`src/rtl/text_console_cursor_and_scroll_core_defines.svh`:
```
// ---------------------------------------------------------------------------
// Assertion macros for the text console core
// Concurrent checks that compile away when SYNTHESIS is defined.
// ---------------------------------------------------------------------------
`ifndef TEXT_CONSOLE_CURSOR_AND_SCROLL_CORE_DEFINES_SVH
`define TEXT_CONSOLE_CURSOR_AND_SCROLL_CORE_DEFINES_SVH

`ifndef SYNTHESIS
// The consequent must hold in the same cycle as the antecedent.
`define TCCS_ASSERT_SAME(label, clk, rst_n, ante, cons) \
  label: assert property (@(posedge clk) disable iff (!rst_n) (ante) |-> (cons)) \
    else $error("tccs same-cycle check failed");
// The consequent must hold in the cycle after the antecedent.
`define TCCS_ASSERT_NEXT(label, clk, rst_n, ante, cons) \
  label: assert property (@(posedge clk) disable iff (!rst_n) (ante) |=> (cons)) \
    else $error("tccs next-cycle check failed");
`else
`define TCCS_ASSERT_SAME(label, clk, rst_n, ante, cons)
`define TCCS_ASSERT_NEXT(label, clk, rst_n, ante, cons)
`endif

`endif

```
`src/rtl/tccs_pkg.sv`:
```
// ---------------------------------------------------------------------------
// Text console core package
// Command codes, internal operation classes and the words that move
// between the front end, the queues and the execution engine.
// ---------------------------------------------------------------------------
package tccs_pkg;

  // Host command codes on in_cmd.
  localparam logic [1:0] CMD_PUT    = 2'd0;
  localparam logic [1:0] CMD_SCROLL = 2'd1;
  localparam logic [1:0] CMD_CLEAR  = 2'd2;
  localparam logic [1:0] CMD_READ   = 2'd3;

  // Control characters interpreted by a put.
  localparam logic [7:0] CH_BACKSPACE = 8'd8;
  localparam logic [7:0] CH_NEWLINE   = 8'd10;
  localparam logic [7:0] CH_RETURN    = 8'd13;

  // Register selects on paddr[2].
  localparam logic REG_TEXT_ATTRIBUTE = 1'b0;
  localparam logic REG_SCROLL_FILL    = 1'b1;

  localparam logic [7:0]  TEXT_ATTRIBUTE_RESET = 8'd7;
  localparam logic [15:0] SCROLL_FILL_RESET    = 16'd1824;

  typedef enum logic [2:0] {
    OP_PRINT,
    OP_NEWLINE,
    OP_RETURN,
    OP_BACKSPACE,
    OP_SCROLL,
    OP_SCROLL_ALL,
    OP_CLEAR,
    OP_READ
  } op_t;

  typedef struct packed {
    op_t         op;
    logic [7:0]  char_code;
    logic [7:0]  row_count;
    logic [15:0] fill_entry;
    logic [10:0] cell_index;
  } cmd_t;

  typedef struct packed {
    logic [4:0]  cursor_row;
    logic [6:0]  cursor_col;
    logic [10:0] cursor_pos;
    logic [15:0] cell_data;
  } result_t;

  typedef enum logic [2:0] {
    ST_INIT,
    ST_IDLE,
    ST_COPY,
    ST_FILL,
    ST_RESULT
  } state_t;

endpackage

```
`src/rtl/tccs_front.sv`:
```
// ---------------------------------------------------------------------------
// Text console front end
// Accepts host words and sorts each into an internal operation class.
// ---------------------------------------------------------------------------
module tccs_front #(
  parameter int ROWS = 25
) (
  input  logic               push,
  output logic               full,
  input  logic [1:0]         in_cmd,
  input  logic [7:0]         in_char_code,
  input  logic [7:0]         in_row_count,
  input  logic [15:0]        in_fill_entry,
  input  logic [10:0]        in_cell_index,
  input  logic               queue_full,
  input  logic               engine_busy,
  output logic               queue_wr,
  output tccs_pkg::cmd_t     queue_word
);

  tccs_pkg::op_t op;

  // The engine's power-up clearing pass holds the input closed.
  assign full     = queue_full || engine_busy;
  assign queue_wr = push && !full;

  always_comb begin
    case (in_cmd)
      tccs_pkg::CMD_PUT: begin
        case (in_char_code)
          tccs_pkg::CH_NEWLINE:   op = tccs_pkg::OP_NEWLINE;
          tccs_pkg::CH_RETURN:    op = tccs_pkg::OP_RETURN;
          tccs_pkg::CH_BACKSPACE: op = tccs_pkg::OP_BACKSPACE;
          default:                op = tccs_pkg::OP_PRINT;
        endcase
      end
      tccs_pkg::CMD_SCROLL: begin
        op = (in_row_count >= 8'(ROWS)) ? tccs_pkg::OP_SCROLL_ALL : tccs_pkg::OP_SCROLL;
      end
      tccs_pkg::CMD_CLEAR: op = tccs_pkg::OP_CLEAR;
      tccs_pkg::CMD_READ:  op = tccs_pkg::OP_READ;
      default:             op = tccs_pkg::OP_READ;
    endcase
  end

  always_comb begin
    queue_word.op         = op;
    queue_word.char_code  = in_char_code;
    queue_word.row_count  = in_row_count;
    queue_word.fill_entry = in_fill_entry;
    queue_word.cell_index = in_cell_index;
  end

endmodule

```
`config.mk`:
```
export PLATFORM = sky130hd
export DESIGN_NAME = tccs_front
export DESIGN_NICKNAME = d
export VERILOG_FILES = /design/src/rtl/text_console_cursor_and_scroll_core_defines.svh /design/src/rtl/tccs_pkg.sv /design/src/rtl/tccs_front.sv
export SDC_FILE = /design/constraint.sdc
export NUM_CORES = 1
export LEC_CHECK = 0
export ABC_CLOCK_PERIOD_IN_PS = 1600
export BUFFER_PORTS_ARGS = -buffer_cell sky130_fd_sc_hd__buf_2
export CORE_AREA = 4 4 46 48
export DETAILED_ROUTE_END_ITERATION = 7
export DIE_AREA = 0 0 50 52
export PLACE_DENSITY = 0.82
export SLEW_MARGIN = 5
export SYNTH_ARGS = -nofsm -noshare
export SYNTH_HDL_FRONTEND = slang
export SYNTH_SLANG_ARGS = --single-unit
```
`constraint.sdc`:
```
create_clock -name vclk -period 1.6
set_clock_uncertainty 0.05 [all_clocks]
set_input_delay 0.16 -clock vclk [all_inputs]
set_output_delay 0.16 -clock vclk [all_outputs]
set_load 0.01 [all_outputs]
```
Word-level counts from Yosys, hierarchy flattened
Cells that the tools add are included.
W data, S select, Z words.

operators by class
  $lt $le $gt $ge = 1
  equal/unequal tests = 6
  multiplexer cells = 3
  reductions and logical operators = 4

operators with widths
  operator              count
  $eq A8 B4 Y1 const B  3
  $pmux W3 S4           1
  $ge A8 B5 Y1 const B  1
  $pmux W2 S3           1
  $eq A2 B2 Y1 const B  2
  $eq A2 B1 Y1 const B  1
  $logic_not A2 Y1      1
  $logic_and A1 B1 Y1   1
  $logic_not A1 Y1      1
  $logic_or A1 B1 Y1    1
  $mux W1               1

storage, ports and cells
  bits in registers = 0
  input bits = 48
  output and inout bits = 48
  word-level logic and storage cells = 14

Logic depth before layout (Yosys ltp)
  depth after elaboration = 3
  depth in mapped cells = 3
  depth with buffers taken out = 3

Worst setup path before layout
No wires, ideal clock.

  kind = input -> output
  from = input in_cmd[0]
  to = output queue_word[43] in the netlist's numbering
  arrival time = 818 ps
  required time = 1,390 ps
  slack = 572 ps
  stages on the path = 3
  buffers on the path = 0
  cells stage by stage = nor4b_2 nand2_1 o41ai_2

RTL lines
  item                RTL line          text
  start: declaration  tccs_front.sv:10  input logic [1:0] in_cmd,
  end: declaration    tccs_front.sv:18  output tccs_pkg::cmd_t queue_word

==> results summary <==
The number of I/O port buffers came out at 42. The per-cell routed wire length came out at 15.0 µm. The total number of placement rows is 15. The post-detailed-route via-to-cell ratio is 4.02.

The number of detailed-route iterations in the first pass is 2. The width of the die came out at 50 µm. The total grt overflow is 0. Once the clock tree was built, the setup fixing pass inserted 0 buffers.

The number of design-rule violations left by the first detailed-router iteration is 5. In this run the tightest slew margin relative to its limit is 0.784. The layout net count is 107.

The post-synthesis average cell area came out at 7.46 µm². The proportion of layout cells with a drive suffix above 1 came out at 0.789. Setup repair after global routing left no endpoint under its margin. The all-layer global routing usage is 0.0833. The global-route wire length before repair came out at 1.69 mm. Among all cell types in the netlist, the one instantiated most often is buf_4.

For hold timing, the worst endpoint is queue_word[13]. The area of the die is 0.00260 mm². In the routed design, unresolved DRC markers number 0.

The startpoint type of the worst setup path is an input port. The core box area came out at 0.00171 mm². The number of diodes came out at 0. The post-route setup TNS came out at 0 ns. Summed over all layers, the routed wires come to 1.23 mm. The leading area contributor after synthesis is buf_4. The final setup violation count is 0. The number of flip-flops and latches came out at 0. By area the synthesized netlist is led by buf_4 (75%), o41ai_2 (3.8%), nor4b_2 (3.5%).

The final estimated routing congestion in global placement is 0.692. Fill cells in the final layout number 202. The cell leakage power came out at 0.202 nW. The final period demand of the worst path is 1.30 ns. In this run the power density over the cells is 264 mW/mm². The number of stages on the worst hold path came out at 0.

The netlist area before placement came out at 433 µm². For this configuration, the core starts out at a cell density of 0.253. The maximum fanout along the worst path came out at 4. The part of the Yosys area used for sequential elements is 0. Buffers inserted to repair hold after CTS numbered 0. Dividing the final minimum period by the clock period gives 0.815. The die outline height came out at 52 µm. The total number of vias is 330.

The post-CTS resize count is 0. The startpoint identified for the worst hold timing path is in_fill_entry[2]. The final-report max-slew violation count is 0. In the final layout, flip-flops and latches occupy 0 µm². The number of hold-slack violations in the final timing report is 0.

The number of global-route vias before repair is 311. The share of Yosys cell area claimed by the top area cell type came out at 0.746. The largest vdd supply drop came out at 0.0792 mV. For this run, the top clock speed supported by timing is 767 MHz.

Counting every instance in the synthesized netlist gives 58. Hold timing on the final database bottoms out at a slack of 0.270 ns. In this run the worst hold path is classified as input port to output port. The worst path required time came out at 1.39 ns. The count of unique library cells instantiated by Yosys is 13. The initial antenna violation count is 1. Counting instances in the post-synthesis netlist gives the leading cell types as buf_4 (43), inv_1 (2), nor2_1 (2), or2_1 (2).

The flow ran to the end, and the final reports show no timing, DRC or antenna violations. The worst setup path is captured at an output port. 96 I/O pins were placed. Yosys printed 0 warnings. By startpoint and endpoint, the worst setup path is classified as input port to output port.

The post-route antenna net violation count came out at 0. The number of maximum-capacitance constraint violations came out at 0. The pin count of the biggest net entering global routing is 5.

The transition time at the pin with the least slew margin is 0.319 ns. The net count after synthesis came out at 106. The layout clock buffer count is 0. The worst path arrival time is 1.09 ns. The layout overhead on the synthesized area came out at -18.8%.
worst max-delay path, cell delays in order:
cell and delay [ns]:
buf_2 0.13, o41ai_1 0.39, o21a_1 0.20, o41ai_2 0.07, buf_2 0.14
logic make-up (layout without fill, tap and decap cells):
family | Yosys count | in the layout | synth area share
buffers and inverters | 45 | 44 | 0.763
and+or+nand+nor | 8 | 8 | 0.113
AOI/OAI and AO/OA | 4 | 4 | 0.104
xor gates and xnor gates | 1 | 1 | 0.0202
cell type report:
type / instances / area [µm²] / area share
Timing Repair Buffer: 42 / 210 / 0.598
Tap cell: 25 / 31.3 / 0.0890
Inverter: 2 / 7.51 / 0.0214
Multi-Input combinational cell: 13 / 103 / 0.292
where the power goes:
part	switching, mW	internal, mW	total (mW)
registers	0	0	0
logic	0.0475	0.0455	0.0930
clock network	0	0	0
how the worst max path moves through the flow:
| stage | start | end | cells after the start |
|---|---|---|---|
| floorplan | in_cmd[0] | queue_word[43] | 3 |
| global placement | in_cmd[1] | queue_word[43] | 5 |
| detailed placement | in_cmd[1] | queue_word[43] | 5 |
| CTS | in_cmd[1] | queue_word[43] | 5 |
| global route | in_cmd[1] | queue_word[43] | 5 |
| finish | in_cmd[1] | queue_word[43] | 5 |
layout by cell type, fill, tap and decap left out, types with 2 or more instances in the layout:
cell type and n:
nor2_1 2, or2_1 2, buf_2 42, inv_1 2
stage by stage:
stage	utilization	cells	cell area [µm²]	total power [mW]	setup slack, ns
final	0.206	82	352	0.0930	0.296
after global routing	0.206	82	352	0.103	0.188
after CTS	0.206	82	352	0.0960	0.266
after detailed placement	0.206	82	352	0.0958	0.272
after global placement	0.206	82	352	0.0931	0.316
after floorplan	-	58	433	0.129	0.572
metal layers:
layer	vias to the layer above	part of all wire	wire, µm	GRT usage
met1	132	0.28	347	0.0697
met5	-	0.016	20	0
met3	4	0.22	266	0.0659
met4	2	0.0065	8	0.0138
li1	141	-	-	-
met2	51	0.48	583	0.154
Note: power is estimated with default switching activity, not from simulation.
