==> config.mk <==
export PLATFORM = sky130hd
export DESIGN_NAME = tccs_fifo
export DESIGN_NICKNAME = d
export VERILOG_FILES = /design/src/rtl/text_console_cursor_and_scroll_core_defines.svh /design/src/rtl/tccs_fifo.sv
export SDC_FILE = /design/constraint.sdc
export NUM_CORES = 1
export LEC_CHECK = 0
export BUFFER_PORTS_ARGS = -buffer_cell sky130_fd_sc_hd__buf_4
export CAP_MARGIN = 20
export CORE_ASPECT_RATIO = 1.2
export CORE_MARGIN = 1.5
export CORE_UTILIZATION = 52
export CTS_CLUSTER_DIAMETER = 200
export DETAILED_ROUTE_END_ITERATION = 8
export PLACE_DENSITY_LB_ADDON = 0.08
export SYNTH_ARGS = -nofsm -noshare
export SYNTH_HDL_FRONTEND = slang
export SYNTH_SLANG_ARGS = --single-unit
export TNS_END_PERCENT = 10
==> constraint.sdc <==
create_clock -name clk -period 3.1 [get_ports clk]
set_clock_uncertainty 0.1 [all_clocks]
set_input_delay 0 -clock clk [delete_from_list [all_inputs] [get_ports clk]]
set_output_delay 0 -clock clk [all_outputs]
set_load 0.05 [all_outputs]
==> src/rtl/text_console_cursor_and_scroll_core_defines.svh <==
// ---------------------------------------------------------------------------
// Assertion macros for the text console core
// Concurrent checks that compile away when SYNTHESIS is defined.
// ---------------------------------------------------------------------------
`ifndef TEXT_CONSOLE_CURSOR_AND_SCROLL_CORE_DEFINES_SVH
`define TEXT_CONSOLE_CURSOR_AND_SCROLL_CORE_DEFINES_SVH

`ifndef SYNTHESIS
// The consequent must hold in the same cycle as the antecedent.
`define TCCS_ASSERT_SAME(label, clk, rst_n, ante, cons) \
  label: assert property (@(posedge clk) disable iff (!rst_n) (ante) |-> (cons)) \
    else $error("tccs same-cycle check failed");
// The consequent must hold in the cycle after the antecedent.
`define TCCS_ASSERT_NEXT(label, clk, rst_n, ante, cons) \
  label: assert property (@(posedge clk) disable iff (!rst_n) (ante) |=> (cons)) \
    else $error("tccs next-cycle check failed");
`else
`define TCCS_ASSERT_SAME(label, clk, rst_n, ante, cons)
`define TCCS_ASSERT_NEXT(label, clk, rst_n, ante, cons)
`endif

`endif

==> src/rtl/tccs_fifo.sv <==
// ---------------------------------------------------------------------------
// Small synchronous FIFO
// Register-based queue used between the front end and the engine and as
// the result buffer.
// ---------------------------------------------------------------------------
module tccs_fifo #(
  parameter int WIDTH = 8,
  parameter int DEPTH = 2
) (
  input  logic             clk,
  input  logic             rst_n,
  input  logic             wr_en,
  input  logic [WIDTH-1:0] wr_data,
  input  logic             rd_en,
  output logic [WIDTH-1:0] rd_data,
  output logic             full,
  output logic             empty
);

  localparam int PW = (DEPTH > 1) ? $clog2(DEPTH) : 1;
  localparam int CW = $clog2(DEPTH + 1);

  logic [WIDTH-1:0] entry_r [DEPTH];
  logic [PW-1:0]    wr_ptr_r, wr_ptr_nxt;
  logic [PW-1:0]    rd_ptr_r, rd_ptr_nxt;
  logic [CW-1:0]    count_r, count_nxt;
  logic             do_wr, do_rd;

  assign full    = (count_r == CW'(DEPTH));
  assign empty   = (count_r == '0);
  assign do_wr   = wr_en && !full;
  assign do_rd   = rd_en && !empty;
  assign rd_data = entry_r[rd_ptr_r];

  always_comb begin
    wr_ptr_nxt = wr_ptr_r;
    rd_ptr_nxt = rd_ptr_r;
    count_nxt  = count_r;
    if (do_wr) begin
      wr_ptr_nxt = (wr_ptr_r == PW'(DEPTH - 1)) ? '0 : wr_ptr_r + 1'b1;
    end
    if (do_rd) begin
      rd_ptr_nxt = (rd_ptr_r == PW'(DEPTH - 1)) ? '0 : rd_ptr_r + 1'b1;
    end
    if (do_wr && !do_rd) begin
      count_nxt = count_r + 1'b1;
    end else if (do_rd && !do_wr) begin
      count_nxt = count_r - 1'b1;
    end
  end

  always_ff @(posedge clk) begin
    if (!rst_n) begin
      wr_ptr_r <= '0;
      rd_ptr_r <= '0;
      count_r  <= '0;
    end else begin
      wr_ptr_r <= wr_ptr_nxt;
      rd_ptr_r <= rd_ptr_nxt;
      count_r  <= count_nxt;
    end
  end

  always_ff @(posedge clk) begin
    if (do_wr) begin
      entry_r[wr_ptr_r] <= wr_data;
    end
  end

endmodule

**Word level (Yosys, flattened, before mapping)**

Memory sizes are Yosys's and may differ from the RTL's. A register that Yosys moved wholly into a read port is not among the register bits.
Cells that the tools add are included.

- Bits in registers: 4
- Bits in writable memories: 16
- Output and inout port bits: 10
- Word-level logic and storage cells: 27
- Memories: 1

Memory list:

| name | words | width | read ports | clocked after memory_dff | wr ports | RTL line | source |
|---|---|---|---|---|---|---|---|
| entry_r | 2 | 8 | 1 | 1 | 1 | tccs_fifo.sv:23 | `logic [WIDTH-1:0] entry_r [DEPTH];` |

- Add/subtract/negate cells: 4
- Equal/unequal tests: 1
- Mux-type cells: 8
- Reductions and logical operators: 10

Operator list:

| cell | count |
|---|---|
| $mux 1 | 6 |
| $logic_and 1x1->1 | 4 |
| $logic_not 1->1 | 4 |
| $mux 2 | 2 |
| $add 1x1->1 const B | 2 |
| $add 2x1->2 const B | 1 |
| $eq 2x2->1 const B | 1 |
| $logic_not 2->1 | 1 |
| $reduce_bool 2->1 | 1 |
| $sub 2x1->2 const B | 1 |

**Longest topological paths before layout**

Gate-level depths: netlist of the first run.

- Depth in word-level cells: 7
- Depth in mapped cells: 7
- Mapped depth without buffers: 7

**Worst setup path after synthesis of the first run**

Ideal clock, no wire load.

- Path kind: reg2reg
- Start point: register count_r[0]
- End point: register count_r[1]
- Data arrival time: 1.559 ns
- Setup slack: 1.371 ns
- Cell stages (with the launch flop): 7
- Path buffers: 0
- Clock period less this slack: 1.729 ns
- Path through: dfxtp_1 -> nand2b_1 -> inv_2 -> nor2_1 -> ha_1 -> or3_1 -> a21boi_1

- Cells in the longest elaborated chain, start to end: 6
- Elaborated cells on any way between the ends: 15
- Those cells by class: add/sub (2); eq/ne (1); mux (2); reduce/logical (10)

RTL lines:

| what | RTL line | source |
|---|---|---|
| from (decl) | tccs_fifo.sv:26 | `logic [CW-1:0] count_r, count_nxt;` |
| from (signal assigned) | tccs_fifo.sv:60 | `count_r <= count_nxt;` |
| $eq 2x2->1 * | tccs_fifo.sv:29 | `assign full = (count_r == CW'(DEPTH));` |
| via full | tccs_fifo.sv:16 | `output logic full,` |
| $logic_not 1->1 * | tccs_fifo.sv:31 | `assign do_wr = wr_en && !full;` |
| $logic_and 1x1->1 * | tccs_fifo.sv:31 |  |
| $logic_not 1->1 | tccs_fifo.sv:47 | `end else if (do_rd && !do_wr) begin` |
| $logic_and 1x1->1 | tccs_fifo.sv:47 |  |
| $reduce_bool 2->1 (no line) | n/a |  |

Mark *: on every way through the listed nets, which the timed path passes. The rest lies on a longest branch. The select of a mux whose other input is x is not followed.
A chain may end at the register's enable or synchronous reset.

**Final worst setup path of the first run**

- Start point: register count_r[0]
- End point: register wr_ptr_r

- Cells in the longest elaborated chain, start to end: 3

RTL lines:

| what | RTL line | source |
|---|---|---|
| $eq 2x2->1 | tccs_fifo.sv:29 |  |
| $logic_not 1->1 | tccs_fifo.sv:31 |  |
| $logic_and 1x1->1 | tccs_fifo.sv:31 |  |
| to (signal assigned) | tccs_fifo.sv:58 | `wr_ptr_r <= wr_ptr_nxt;` |
| to (decl) | tccs_fifo.sv:24 | `logic [PW-1:0] wr_ptr_r, wr_ptr_nxt;` |

No other way between the ends.

==> flow_summary.ini, run 1 <==
[route]
drt_iter0_markers = 4
antenna_left = 0
firstDrtPassIters = 4
routed_wl_um = 1160
drt-vias-per-instance = 4.89
via_count = 494
drc = 0
routedWlPerCell_um = 11.4

[global_route]
antenna_found_initial = 0
grt_start_max_net_pins = 12
grt_pass1_vias = 476
grt_use_total_pct = 15.3
grt_pass1_wl_um = 1790
gr-total-overflow = 0

[timing]
setup_slack_ns = 1.04
setup_tns_ns = 0
hold_viol = 0
rsz0062_at_grt = false
min_period_ns = 2.06
whs_ns = 0.0908
setup-violations-final = 0
max_freq_mhz = 486
slew_headroom_pct = 56.6
final_max_slew_viol_count = 0
period_share_pct = 66.3
worst_pin_slew_ns = 0.647

[final_layout]
instances_no_fill = 101
final_area_sq_um = 1110
final_util_pct = 76.8
fin_nets = 98
antenna_cells = 0
drive_gt1_share_pct = 40.5
area_growth_pct = 37.1

[floorplanning]
initial_core_util_pct = 56.0
die_area_sq_um = 1800
die-height_um = 46.2
rows = 15
ios = 22
design.core.area_sq_um = 1450
die_w_um = 39.0

[synthesis]
yosysWarnings = 0
synth_seq_cells = 21
ys_types = 20
synth-adder-area-share_pct = 1.55
synth_top_family_by_area = multiplexers
yosys-top-cells-count = edfxtp_1, mux2_2, dfxtp_1
synth.area.mux_share_pct = 11.1
yosysMostFrequentCell = edfxtp_1
synth_edf_count = 16
syn_inst = 50
synth-simple-area-share_pct = 6.80
synth_area_leader_cell = edfxtp_1
avgSynthCellArea_sq_um = 16.2
synth_area_leaders = edfxtp_1, dfxtp_1, mux2_2, and2_1, xnor2_1
synth_top_area_share_pct = 59.4
synth-seq-area-share_pct = 71.7
synth_compound_area_share_pct = 4.02
synth_fp_nets = 63
synth_xor_area_share_pct = 3.25
netlist_area_sq_um = 810
ys.flop_type = edfxtp_1
async_flop_share_pct = 0

[clock_tree]
cts_resized = 0
clk_latency_ns = 0.29
cts.path.max_buffers = 2
cts_tree = done
cts_setup_buffers = 0
ctsHoldBuffers = 10
clk_pin_slew_ns = 0.10
cts_root_buf = clkbuf_4
clock-sinks = 21
numCtsBuffers = 3
htreeDepth = 1

[worst_setup_path]
r2r_end = wr_ptr_r$_SDFFE_PN0N_
crit_arrival_ns = 2.19
crit_path_end_kind = flop
r2r_start = count_r[0]$_SDFFE_PN0P_
r2r_setup_slack_ns = 1.04
cp_max_fo = 9
worst_path_max_delay_cell = dlygate4sd3_1
reg2regPathDepth = 5
max_stage_delay_ns = 0.53
cp-start-kind = flop
critPathRequiredTime_ns = 3.24
setup.worst_path.class = reg2reg
cp_cell_sequence = nand2b_1 > inv_2 > nor3_2 > o21a_1 > dlygate4sd3_1

[min_path]
min_path_cells = 4
hold_start = rd_en
holdPathEnd = rd_ptr_r$_SDFFE_PN0P_
hold_path_class = in2reg

[power]
power_mw = 0.942
ir_drop_uv = 637
leakage_nw = 0.440
pwr_density_cell_nw_per_um2 = 849

[placement]
gp_congestion = 0.691
place_area_sq_um = 983
place_inst = 87
hpwl_um = 791
preCtsSetupSlack_ns = 1.46
portBuffers = 21

[outcome]
status = finished clean

[run]
maxCapViolCount = 0
[worst max-delay path, delay by kind of cell (launching register included)]
family	cells	cell delay, ns
flip-flops	1	0.42
AND/OR/NAND/NOR	2	0.68
AO/OA/AOI/OAI	1	0.22
buffers and inverters	2	0.59
[routing by layer]
layer  share of wire (%)  track usage, %
met4                0.61            10.3
met5                   0               0
met1                  42            15.5
met3                 4.0            2.90
met2                  53            27.7
[placed cells by master (no fill, tap or decap), types with 2 or more instances in the layout]
cell	netlist	final
dlygate4sd3_1	0	10
and2_1	3	3
xnor2_1	2	2
mux2_2	8	8
nor2_1	2	2
clkbuf_4	0	3
dfxtp_1	5	5
buf_4	0	21
edfxtp_1	16	16
[where the power goes]
part | internal, mW | switching [mW] | leakage, nW
Sequential | 0.359 | 0.0359 | 0.191
Clock | 0.0500 | 0.0687 | 0.0150
Combinational | 0.165 | 0.263 | 0.234
Total | 0.574 | 0.368 | 0.440
[cells by family (layout without fill, tap and decap cells)]
group / Yosys count / after routing
buffers and inverters: 3 / 37
multiplexers: 8 / 8
flip-flops: 21 / 21
adder cells (fa/ha/maj): 1 / 1
XOR/XNOR: 3 / 3
AND/OR/NAND/NOR: 9 / 9
AO/OA/AOI/OAI: 5 / 5
[worst max-delay path by stage]
stage	end	from	depth (start not counted)	slack, ns
after detailed placement	count_r[1]$_SDFFE_PN0P_	count_r[0]$_SDFFE_PN0P_	6	1.46
after global placement	entry_r[0][0]$_DFFE_PP_	count_r[0]$_SDFFE_PN0P_	3	1.49
after global routing	wr_ptr_r$_SDFFE_PN0N_	count_r[0]$_SDFFE_PN0P_	5	0.88
final	wr_ptr_r$_SDFFE_PN0N_	count_r[0]$_SDFFE_PN0P_	5	1.04
after CTS	wr_ptr_r$_SDFFE_PN0N_	count_r[0]$_SDFFE_PN0P_	5	1.03
after floorplan	count_r[1]$_SDFFE_PN0P_	count_r[0]$_SDFFE_PN0P_	6	1.37
[final cells by class]
| cell class | instances | area [sq um] |
|---|---|---|
| fill | 92 | 335 |
| multi-input combinational | 26 | 216 |
| sequential | 21 | 581 |
| tap | 17 | 21.3 |
| clock buffer | 4 | 26.3 |
| timing repair buffer | 31 | 258 |
| inverter | 2 | 7.51 |
[state kept, by name, indices dropped and copies added (netlist names), named ones only]
register	flops
wr_ptr_r	1
rd_ptr_r	1
count_r	2
entry_r	16
Power figures use the tool's default switching activity.
==> run 2, diff against run 1 <==
--- a/config.mk
+++ b/config.mk
@@ -9,7 +9,7 @@
 export CAP_MARGIN = 20
 export CORE_ASPECT_RATIO = 1.2
 export CORE_MARGIN = 1.5
-export CORE_UTILIZATION = 52
+export CORE_UTILIZATION = 44
 export CTS_CLUSTER_DIAMETER = 200
 export DETAILED_ROUTE_END_ITERATION = 8
 export PLACE_DENSITY_LB_ADDON = 0.08
==> constraint.sdc (replaced) <==
create_clock -name clk -period 1.8 [get_ports clk]
set_clock_uncertainty 0.1 [all_clocks]
set_input_delay 0 -clock clk [delete_from_list [all_inputs] [get_ports clk]]
set_output_delay 0 -clock clk [all_outputs]
set_load 0.05 [all_outputs]
==> flow_summary.ini, run 2 (synthesized netlist as in run 1, its figures left out) <==
[final_layout]
fin_nets = 99
instances_no_fill = 103
final_cell_mix = buf_4, edfxtp_1, dlygate4sd3_1, mux2_2, dfxtp_1
fillers = 127
largest-register = entry_r
reg_top3 = entry_r (16), count_r (2)
final_area_sq_um = 1120
drive_gt1_share_pct = 41.2
antenna_cells = 0
area_growth_pct = 38.9
largest_reg_flops = 16
final_util_pct = 66.9
final_common_cell = buf_4

[clock_tree]
cts_root_buf = clkbuf_4
htreeDepth = 1
clk_latency_ns = 0.29
cts.path.max_buffers = 2
clk_pin_slew_ns = 0.11
cts_setup_buffers = 0
clock-sinks = 21
cts_tree = done
numCtsBuffers = 3

[placement]
place_area_sq_um = 992
portBuffers = 21
hpwl_um = 861
preCtsSetupSlack_ns = 0.165
gp_congestion = 0.643
place_inst = 89

[worst_setup_path]
reg2regPathDepth = 5
r2r_setup_slack_ns = 0.09
r2r_start = count_r[0]$_SDFFE_PN0P_
endpoint = wr_ptr_r$_SDFFE_PN0N_
r2r_end = wr_ptr_r$_SDFFE_PN0N_
cp-start-kind = flop
startpoint = count_r[0]$_SDFFE_PN0P_
crit_path_end_kind = flop
crit_arrival_ns = 1.85
cp_max_fo = 5
critPathRequiredTime_ns = 1.94
setup.worst_path.class = reg2reg

[timing]
worst_pin_slew_ns = 0.404
rsz0062_at_grt = false
slew_headroom_pct = 73.1
setup-violations-final = 0
min_period_ns = 1.71
final_max_slew_viol_count = 0
hold_viol = 0
setup_tns_ns = 0
max_freq_mhz = 586
period_share_pct = 94.7
setup_slack_ns = 0.0946
whs_ns = 0.0521

[floorplanning]
die_area_sq_um = 2110
die_w_um = 42.2
design.core.area_sq_um = 1680
ios = 22
die-height_um = 50.0
initial_core_util_pct = 48.1
rows = 16

[run]
maxCapViolCount = 0

[route]
routed_wl_um = 1320
routedWlPerCell_um = 12.8
drt-vias-per-instance = 5.12
drc = 0
via_count = 527
drt_iter0_markers = 13
firstDrtPassIters = 4
antenna_left = 0

[global_route]
grt_pass1_wl_um = 2150
grt_pass1_vias = 497
antenna_found_initial = 0
grt_start_max_net_pins = 12
gr-total-overflow = 0
grt_use_total_pct = 14.1

[outcome]
status = finished clean

[power]
power_mw = 1.65
leakage_nw = 0.447
ir_drop_uv = 795
pwr_density_cell_nw_per_um2 = 1470

[min_path]
hold_path_class = in2reg
## run 2: cell count changes in the layout (fill, tap and decap cells not counted)
cell / previous run / this run
nor3_2: 1 / 0
nor3_4: 0 / 1
buf_4: 21 / 22
## run 2: worst max-delay path, stage by stage (launching register included)
cell           delay (ns)
dfxtp_1              0.42
nand2b_1             0.18
inv_2                0.07
nor3_4               0.19
o21a_1               0.16
dlygate4sd3_1        0.54
## run 2: worst min path at each step
stage | end | startpoint | depth (start not counted)
6_report | entry_r[0][0]$_DFFE_PP_ | wr_en | 3
5_1_grt | entry_r[0][5]$_DFFE_PP_ | wr_en | 3
4_1_cts | entry_r[0][0]$_DFFE_PP_ | wr_en | 3
3_5_place_dp | entry_r[0][0]$_DFFE_PP_ | wr_data[0] | 1
3_3_place_gp | entry_r[1][5]$_DFFE_PP_ | wr_data[5] | 1
2_1_floorplan | entry_r[0][0]$_DFFE_PP_ | wr_data[0] | 0
## run 2: layer usage
metal	GRT usage [%]	vias to the layer above	part of all wire [%]
met5	0	-	0
met4	6.25	0	0.84
met3	2.56	2	4.0
met2	27.1	14	56
met1	14.4	258	39
li1	-	253	-
## run 2: where the power goes
part | total (mW) | internal, mW | switching [mW] | leakage (nW)
Combinational | 0.750 | 0.294 | 0.456 | 0.241
Sequential | 0.685 | 0.618 | 0.0663 | 0.191
Clock | 0.217 | 0.0862 | 0.131 | 0.0150
Total | 1.65 | 0.999 | 0.653 | 0.447
## run 2: layout make-up
cell class	count	area [sq um]	share of cell area [%]
flip-flops and latches	21	581	51.6
repair buffers	32	265	23.6
multi-input cells	26	223	19.8
clock buffers	4	26.3	2.34
well taps	18	22.5	2.00
inverters	2	7.51	0.667
## run 2: repair_timing
item / CTS / global route
gates resized for setup: 0 / 1
setup endpoints to repair: 0 / 1
hold endpoints to repair: 21 / 0
hold buffers: 10 / 0
==> run 3, diff against run 2 <==
--- a/config.mk
+++ b/config.mk
@@ -5,13 +5,14 @@
 export SDC_FILE = /design/constraint.sdc
 export NUM_CORES = 1
 export LEC_CHECK = 0
-export BUFFER_PORTS_ARGS = -buffer_cell sky130_fd_sc_hd__buf_4
+export ABC_AREA = 1
 export CAP_MARGIN = 20
 export CORE_ASPECT_RATIO = 1.2
 export CORE_MARGIN = 1.5
-export CORE_UTILIZATION = 44
+export CORE_UTILIZATION = 52
 export CTS_CLUSTER_DIAMETER = 200
 export DETAILED_ROUTE_END_ITERATION = 8
+export DONT_BUFFER_PORTS = 1
 export PLACE_DENSITY_LB_ADDON = 0.08
 export SYNTH_ARGS = -nofsm -noshare
 export SYNTH_HDL_FRONTEND = slang
==> flow_summary.ini, run 3 <==
[timing]
max_freq_mhz = 628
period_share_pct = 88.5
final_max_slew_viol_count = 0
hold_viol = 0
whs_ns = 0.245
setup-violations-final = 0
worst_pin_slew_ns = 0.335
setup_tns_ns = 0
min_period_ns = 1.59
slew_headroom_pct = 77.6
rsz0062_at_grt = false

[global_route]
gr-total-overflow = 0
grt_use_total_pct = 17.6
grt_start_max_net_pins = 13
grt_pass1_vias = 489
antenna_found_initial = 0
grt_pass1_wl_um = 2090

[synthesis]
async_flop_share_pct = 0
avgSynthCellArea_sq_um = 13.1
synth_edf_count = 16
ys_types = 15
syn_inst = 63
ys.flop_type = edfxtp_1
synth_top_area_share_pct = 58.4
synth_seq_cells = 21
yosysMostFrequentCell = edfxtp_1
synth_area_leaders = edfxtp_1, dfxtp_1, mux2_2, nor2_1, inv_1
synth_area_leader_cell = edfxtp_1
netlist_area_sq_um = 823
synth_fp_nets = 76
yosys-top-cells-count = edfxtp_1, nor2_1, inv_1, mux2_2, nand2_1
yosysWarnings = 0
synth-seq-area-share_pct = 70.5

[final_layout]
final_cell_mix = edfxtp_1, dlygate4sd3_1, nor2_1, mux2_2, inv_1
drive_gt1_share_pct = 24.7
final_common_cell = edfxtp_1
largest-register = entry_r
largest_reg_flops = 16
reg_top3 = entry_r (16), count_r (2)
fin_nets = 95
antenna_cells = 0
area_growth_pct = 22.6

[floorplanning]
design.core.area_sq_um = 1460
rows = 15
initial_core_util_pct = 56.2
die_area_sq_um = 1830
ios = 22
die-height_um = 46.6
die_w_um = 39.3

[power]
leakage_nw = 0.394
p_sw_share_pct = 42.9
clkPwrFrac_pct = 14.6
seqPwrFrac_pct = 44.0
pwr_density_cell_nw_per_um2 = 1530
comb_power_share_pct = 41.4
ir_drop_uv = 918
p_sw_mw = 0.662
internal_power_mw = 0.882

[worst_setup_path]
cp_max_fo = 4
setup.worst_path.class = reg2reg
max_stage_delay_ns = 0.39
cp_common_cell = inv_1
crit_path_end_kind = flop
crit_arrival_ns = 1.74
reg2regPathDepth = 9
r2r_start = count_r[1]$_SDFFE_PN0P_
r2r_end = count_r[1]$_SDFFE_PN0P_
cpLargestDelayFamily = flip-flops
worst-path-buf-inv = 4
cp_cell_sequence = inv_1 > o21ai_2 > inv_1 > ha_1 > inv_1 > nand3_1 > nand2_1 > inv_1 > nor2_1
endpoint = count_r[1]$_SDFFE_PN0P_
worst_path_max_delay_cell = dfxtp_1
startpoint = count_r[1]$_SDFFE_PN0P_
r2r_setup_slack_ns = 0.21
path_depth = 9
critPathRequiredTime_ns = 1.95
cp-start-kind = flop

[route]
firstDrtPassIters = 4
antenna_left = 0
drt_iter0_markers = 7
routed_wl_um = 1380
routedWlPerCell_um = 14.1
drc = 0
via_count = 494
drt-vias-per-instance = 5.04

[min_path]
hold_path_class = in2reg

[clock_tree]
numCtsBuffers = 3
clk_latency_ns = 0.30
cts_tree = done
clk_pin_slew_ns = 0.12
htreeDepth = 1
cts_root_buf = clkbuf_4
clock-sinks = 21
cts_resized = 0
cts.path.max_buffers = 2

[placement]
hpwl_um = 993
gp_congestion = 0.620
portBuffers = 0

[outcome]
status = finished clean

[run]
maxCapViolCount = 0
run 3: cell types whose count changed after synthesis, moves of 2 or more:
| cell | change |
|---|---|
| inv_1 | +7 |
| nor2_1 | +8 |
| and2_1 | -3 |
| nand2_1 | +6 |
| xnor2_1 | -2 |
run 3: through the flow:
step / area [sq um] / utilization, % / setup WS [ns] / instances / power, mW
global route: 1010 / 69.0 / 0.0470 / 98 / 1.62
detailed placement: 872 / 59.6 / 0.283 / 83 / 1.30
CTS: 1010 / 69.0 / 0.254 / 98 / 1.54
finish: 1010 / 69.0 / 0.208 / 98 / 1.54
floorplan: 826 / - / 0.147 / 63 / 1.19
global placement: 872 / 59.6 / 0.337 / 83 / 1.28
run 3: cell families (layout without fill, tap and decap cells):
logic type,after synthesis,count (layout),share of synthesized area (%)
simple gates,19,19,9.42
compound gates,4,4,2.89
flops,21,21,70.5
fa+ha+maj,1,1,1.52
buf+inv,10,28,4.71
mux,8,8,10.9
run 3: metal layers:
layer	vias up	part of all wire (%)	track usage (%)	routed length, um
li1	252	-	-	-
met1	223	37	20.1	514
met2	17	56	31.3	780
met3	2	5.5	1.45	76
met4	0	0.87	10.3	12
met5	-	0	0	0
run 3: timing repair:
| item | in CTS | in global routing |
|---|---|---|
| hold buffers | 11 | 0 |
| buffers inserted | 0 | 0 |
| endpoints found under the hold margin | 23 | 0 |
run 3: area by class of cell:
class	count	area (sq um)
timing repair buffer	15	140
fill	110	454
tap	17	21.3
clock inverter	1	5.00
sequential	21	581
inverter	9	33.8
clock buffer	3	22.5
multi-input combinational	32	206
run 3: worst min-delay path by stage:
| stage | startpoint | to | slack (ns) | cells after the start |
|---|---|---|---|---|
| finish | wr_data[1] | entry_r[0][1]$_DFFE_PP_ | 0.25 | 1 |
| detailed placement | wr_data[6] | entry_r[1][6]$_DFFE_PP_ | -0.001 | 0 |
| global route | wr_data[1] | entry_r[0][1]$_DFFE_PP_ | 0.24 | 1 |
| CTS | wr_data[6] | entry_r[0][6]$_DFFE_PP_ | 0.24 | 1 |
| floorplan | wr_data[0] | entry_r[0][0]$_DFFE_PP_ | -0.001 | 0 |
| global placement | wr_data[3] | entry_r[0][3]$_DFFE_PP_ | -0.001 | 0 |
run 3: power by group through the flow:
stage	Clock, mW	Combinational (mW)	Sequential (mW)
finish	0.226	0.639	0.679
global route	0.241	0.684	0.690
CTS	0.227	0.634	0.681
detailed placement	0	0.608	0.693
global placement	0	0.595	0.688
floorplan	0	0.529	0.663
